==> src/hdl/slru_pkg.sv <==
// Package: shared types, codes and saturating arithmetic for the slice cache.
`timescale 1ns / 1ps
package slru_pkg;

  // Link and index width; the all-ones code marks an empty list end
  localparam int unsigned LW = 6;
  localparam logic [LW-1:0] NIL = '1;

  localparam int unsigned DEF_ENTRIES     = 32;
  localparam int unsigned DEF_LENGTH_BITS = 24;

  localparam logic [31:0] BUDGET_RESET = 32'd2097152;

  typedef enum logic [1:0] {
    CFG_POLICY_MODE = 2'd0,
    CFG_BUDGET      = 2'd1,
    CFG_PROT_CAP    = 2'd2
  } cfg_idx_e;

  typedef enum logic [1:0] {
    KIND_EVICT = 2'd0,
    KIND_HIT   = 2'd1,
    KIND_MISS  = 2'd2
  } kind_e;

  typedef enum logic [1:0] {
    OP_HIT,
    OP_DEMOTE,
    OP_EVICT,
    OP_INSERT
  } op_e;

  typedef enum logic [3:0] {
    S_IDLE,
    S_SCAN,
    S_LRD,
    S_UNL,
    S_P0,
    S_P1,
    S_DEM,
    S_EVC,
    S_INS,
    S_ORD,
    S_OLD,
    S_OHOLD,
    S_OFIN
  } state_e;

  typedef struct packed {
    logic [15:0] tensor_id;
    logic [15:0] expert_index;
    logic [23:0] slice_length;
  } in_item_t;

  typedef struct packed {
    kind_e       result_kind;
    logic [15:0] slice_tensor;
    logic [15:0] slice_expert;
    logic [23:0] evicted_length;
    logic        promoted;
    logic [31:0] resident_after;
    logic        last_result;
  } out_item_t;

  // Writes to the three link stores, one port each
  typedef struct packed {
    logic          prot_we;
    logic [LW-1:0] prot_addr;
    logic          prot_d;
    logic          newer_we;
    logic [LW-1:0] newer_addr;
    logic [LW-1:0] newer_d;
    logic          older_we;
    logic [LW-1:0] older_addr;
    logic [LW-1:0] older_d;
  } link_wr_t;

  typedef struct packed {
    logic          prot;
    logic [LW-1:0] newer;
    logic [LW-1:0] older;
  } link_rd_t;

  function automatic logic [31:0] sat_add(input logic [31:0] a, input logic [31:0] b);
    logic [32:0] s;
    s = {1'b0, a} + {1'b0, b};
    return s[32] ? 32'hFFFF_FFFF : s[31:0];
  endfunction

  function automatic logic [31:0] floor_sub(input logic [31:0] a, input logic [31:0] b);
    return (a > b) ? (a - b) : 32'd0;
  endfunction

endpackage

==> src/hdl/slru_entry_store.sv <==
// Entry store: key, length and link memories with one registered read address.
`timescale 1ns / 1ps
module slru_entry_store #(
  parameter int unsigned ENTRIES     = slru_pkg::DEF_ENTRIES,
  parameter int unsigned LENGTH_BITS = slru_pkg::DEF_LENGTH_BITS
) (
  input  logic                    clk_i,
  input  logic [slru_pkg::LW-1:0] rd_addr_i,
  input  logic                    key_we_i,
  input  logic [slru_pkg::LW-1:0] key_addr_i,
  input  logic [15:0]             key_tensor_i,
  input  logic [15:0]             key_expert_i,
  input  logic [LENGTH_BITS-1:0]  key_len_i,
  input  slru_pkg::link_wr_t      link_wr_i,
  output logic [15:0]             rd_tensor_o,
  output logic [15:0]             rd_expert_o,
  output logic [LENGTH_BITS-1:0]  rd_len_o,
  output slru_pkg::link_rd_t      rd_link_o
);
  import slru_pkg::*;

  localparam int unsigned AW = (ENTRIES > 1) ? $clog2(ENTRIES) : 1;

  logic [15:0]            tensor_mem [ENTRIES];
  logic [15:0]            expert_mem [ENTRIES];
  logic [LENGTH_BITS-1:0] len_mem    [ENTRIES];
  logic                   prot_mem   [ENTRIES];
  logic [LW-1:0]          newer_mem  [ENTRIES];
  logic [LW-1:0]          older_mem  [ENTRIES];

  // key and length writes
  always_ff @(posedge clk_i) begin
    if (key_we_i) begin
      tensor_mem[key_addr_i[AW-1:0]] <= key_tensor_i;
      expert_mem[key_addr_i[AW-1:0]] <= key_expert_i;
      len_mem[key_addr_i[AW-1:0]]    <= key_len_i;
    end
  end

  // link writes, independent addresses
  always_ff @(posedge clk_i) begin
    if (link_wr_i.prot_we) begin
      prot_mem[link_wr_i.prot_addr[AW-1:0]] <= link_wr_i.prot_d;
    end
    if (link_wr_i.newer_we) begin
      newer_mem[link_wr_i.newer_addr[AW-1:0]] <= link_wr_i.newer_d;
    end
    if (link_wr_i.older_we) begin
      older_mem[link_wr_i.older_addr[AW-1:0]] <= link_wr_i.older_d;
    end
  end

  // registered read of all fields at one entry
  always_ff @(posedge clk_i) begin
    rd_tensor_o     <= tensor_mem[rd_addr_i[AW-1:0]];
    rd_expert_o     <= expert_mem[rd_addr_i[AW-1:0]];
    rd_len_o        <= len_mem[rd_addr_i[AW-1:0]];
    rd_link_o.prot  <= prot_mem[rd_addr_i[AW-1:0]];
    rd_link_o.newer <= newer_mem[rd_addr_i[AW-1:0]];
    rd_link_o.older <= older_mem[rd_addr_i[AW-1:0]];
  end

endmodule

==> config.mk <==
export PLATFORM = sky130hd
export DESIGN_NAME = slru_entry_store
export DESIGN_NICKNAME = d
export VERILOG_FILES = /design/src/hdl/slru_pkg.sv /design/src/hdl/slru_entry_store.sv
export SDC_FILE = /design/constraint.sdc
export NUM_CORES = 2
export LEC_CHECK = 0
export ABC_AREA = 1
export BUFFER_PORTS_ARGS = -buffer_cell sky130_fd_sc_hd__buf_2
export CORE_MARGIN = 1.5
export CORE_UTILIZATION = 50
export CTS_BUF_LIST = sky130_fd_sc_hd__clkbuf_4 sky130_fd_sc_hd__clkbuf_8
export CTS_CLUSTER_SIZE = 28
export DETAILED_ROUTE_END_ITERATION = 8
export PLACE_DENSITY = 0.66
export RECOVER_POWER = 100
export SLEW_MARGIN = 10
export SYNTH_ARGS = -nofsm -noshare
export SYNTH_HDL_FRONTEND = slang
export SYNTH_SLANG_ARGS = --single-unit
export TNS_END_PERCENT = 10
==> constraint.sdc <==
create_clock -name clk_i -period 8.43 [get_ports clk_i]
set_input_delay 0.843 -clock clk_i [delete_from_list [all_inputs] [get_ports clk_i]]
set_output_delay 0.843 -clock clk_i [all_outputs]
set_load 0.02 [all_outputs]
==> results.py <==
metrics = {
    "sta": {
        "fin_hold_ws_ns": 0.282,
        "layout_min_cycle_time_ns": 6.02,
        "layout_setup_ws_ns": 2.41,
        "setup_viol": 0,
        "drv_slew": 2423,
        "fin_setup_tns_ns": 0,
        "rsz0062_at_grt": "false",
        "fmax_mhz": 166,
        "tightest_slew_ns": 4.96,
        "maxSlewHeadroom_pct": -231,
        "period_share_pct": 71.4,
        "fin_skew_ns": 0.115,
        "hold_viol_final": 0,
    },
    "outcome": {
        "violations": "capacitance limit, slew limit",
        "status": "complete, but fails checks",
    },
    "drt": {
        "first_pass_iters": 6,
        "via_count": 58800,
        "drt_iter0_drc": 6865,
        "ant_nets": 0,
        "wl_um": 240000,
        "vias_per_cell": 5.74,
        "routedWlPerCell_um": 23.5,
        "drc": 0,
    },
    "critical_path": {
        "timing.reg2reg.setup_slack_ns": 7.00,
        "reg2regPathDepth": 8,
        "critPathCapture": "len_mem[17][20]",
        "cp_max_fo": 41,
        "endpoint_kind": "flop",
        "arrival_ns": 6.47,
        "cp-startpoint": "key_we_i",
        "crit_chain": "clkbuf_1 -> nand3_1 -> nor2_1 -> clkbuf_1",
        "cp.depth": 4,
        "crit_required_ns": 8.88,
        "critical_path_class": "in -> reg",
        "worstReg2RegStart": "expert_mem[16][0]",
        "cp_slowest_stage_delay_ns": 3.24,
        "critPathMostFrequentCell": "clkbuf_1",
        "worst-path-buf-inv": 2,
        "cp_top_family": "buffers and inverters",
        "critPathSlowestCell": "clkbuf_1",
        "startpoint_type": "input port",
        "r2r_end": "rd_expert_o[0]",
    },
    "floorplanning": {
        "dieHeight_um": 428,
        "ios": 173,
        "rows": 155,
        "die_area_um2": 183000,
        "die_w_um": 428,
        "start_util_pct": 50.4,
        "core_um2": 179000,
    },
    "grt": {
        "grt.overflow.total": 0,
        "antenna_found_initial": 22,
        "grt_pass1_wl_um": 354000,
        "gr-usage-all-layers_pct": 26.0,
        "grt_pass1_vias": 55800,
        "grt_max_degree": 247,
    },
    "clock_network": {
        "cts_tree": "yes",
        "cts_made_buffers": 382,
        "cts_hold_buf": 0,
        "clock-sinks": 2277,
        "cts_root_buf": "clkbuf_8",
        "clkTransAtPathRegs_ns": 0.07,
        "clk_path_buf_depth": 4,
        "clk_latency_ns": 1.07,
        "h-tree-depth": 5,
        "post_cts_buffers": 0,
        "ctsResizeCount": 0,
    },
    "synth": {
        "synthDistinctLibCells": 15,
        "synthesis.area_um2": 90200,
        "avgSynthCellArea_um2": 12.2,
        "synth.net_count": 7526,
        "ys_seq_area_share_pct": 75.0,
        "yosysWarnings": 0,
        "synth_seq_cells": 2277,
        "syn_inst": 7422,
    },
    "finish": {
        "syn2layout_area_growth_pct": 10.4,
        "fill_cells": 14700,
        "final_layout_size_suffix_gt1_share_pct": 8.69,
        "fin_cells": 10200,
        "final_cell_area_um2": 99600,
        "final_core_utilization_pct": 55.7,
        "nNetsFinal": 7685,
    },
    "place": {
        "dp_cells": 9552,
        "gp_congestion": 0.794,
        "pre_cts_slack_ns": 4.13,
        "dp_hpwl_um": 113000,
        "dpl_cell_area_um2": 92600,
        "portBuffers": 167,
    },
    "power_and_ir_drop": {
        "power_mw": 23.7,
        "p_leak_nw": 35.3,
        "power_density_nw_per_um2": 238,
        "ir_worst_vdd_uv": 176,
    },
    "worst_hold_path": {
        "hp-class": "in -> reg",
        "hold_start": "link_wr_i[29]",
    },
    "flow_run": {
        "cap_violations": 71,
    },
}
==> per-layer routing <==
metal	part of all wire (%)	up-vias	GRT usage, %
li1	-	26700	-
met3	8.9	577	4.28
met5	0.030	-	0
met1	41	28700	36.7
met2	47	2826	40.9
met4	3.4	12	10.0
==> sequential cells by signal (all words and copies together) (netlist names) <==
name	cells
rd_len_o	24
expert_mem	512
len_mem	768
newer_mem	192
rd_link_o	13
prot_mem	32
rd_tensor_o	16
rd_expert_o	16
tensor_mem	512
older_mem	192
==> worst min-delay path by stage <==
| stage | to | slack, ns | cells after the start |
|---|---|---|---|
| finish | prot_mem[31] | 0.28 | 3 |
| global route | prot_mem[31] | 0.25 | 3 |
| CTS | tensor_mem[13][7] | 0.16 | 1 |
| detailed placement | rd_tensor_o[14] | 0.70 | 6 |
| global placement | rd_len_o[10] | 0.68 | 6 |
| floorplan | rd_expert_o[10] | 0.64 | 6 |
==> cell usage after synthesis <==
library cell | number | share of area, %
dfxtp_1 | 69 | 1.5
nand2_1 | 2524 | 11
nand3b_1 | 1 | 0.0083
inv_2 | 1 | 0.0042
buf_2 | 272 | 1.5
inv_1 | 20 | 0.083
nand3_1 | 1993 | 11
buf_6 | 17 | 0.21
clkinv_1 | 2 | 0.0083
buf_4 | 63 | 0.52
inv_4 | 1 | 0.0069
clkbuf_1 | 80 | 0.33
edfxtp_1 | 2208 | 74
nor2_1 | 129 | 0.54
buf_1 | 42 | 0.17
==> layout make-up <==
class	instances	area (um2)	area share [%]
Sequential cell	2277	67700	68.0
Multi-Input combinational cell	4647	20000	20.1
Clock buffer	564	6850	6.88
Tap cell	2355	2950	2.96
Timing Repair Buffer	249	1280	1.29
Clock inverter	111	642	0.645
Inverter	24	131	0.132
Antenna cell	15	37.5	0.0377
==> cells in the final DEF, fill, tap and decap left out, drive strengths merged <==
cell / instances
buf: 55
bufinv: 6
clkbuf: 758
clkinv: 100
clkinvlp: 2
dfxtp: 69
diode: 15
edfxtp: 2208
inv: 27
nand2: 2524
nand3: 1993
nand3b: 1
nor2: 129
==> cells by family after synthesis <==
kind of cell	after synthesis	synth area share, %
buffers and inverters	498	2.86
DFF	2277	75.0
and+or+nand+nor	4647	22.1
==> worst min-delay path, stage by stage <==
cell and delay, ns:
buf_2 0.13, nand3_1 0.13, nor2_1 0.06
==> power by group <==
group / internal [mW] / switching [mW] / total, mW
registers: 12.6 / 0.0492 / 12.6
clock network: 5.36 / 4.29 / 9.65
logic: 0.342 / 1.05 / 1.39
Note: power is estimated with default switching activity, not from simulation.
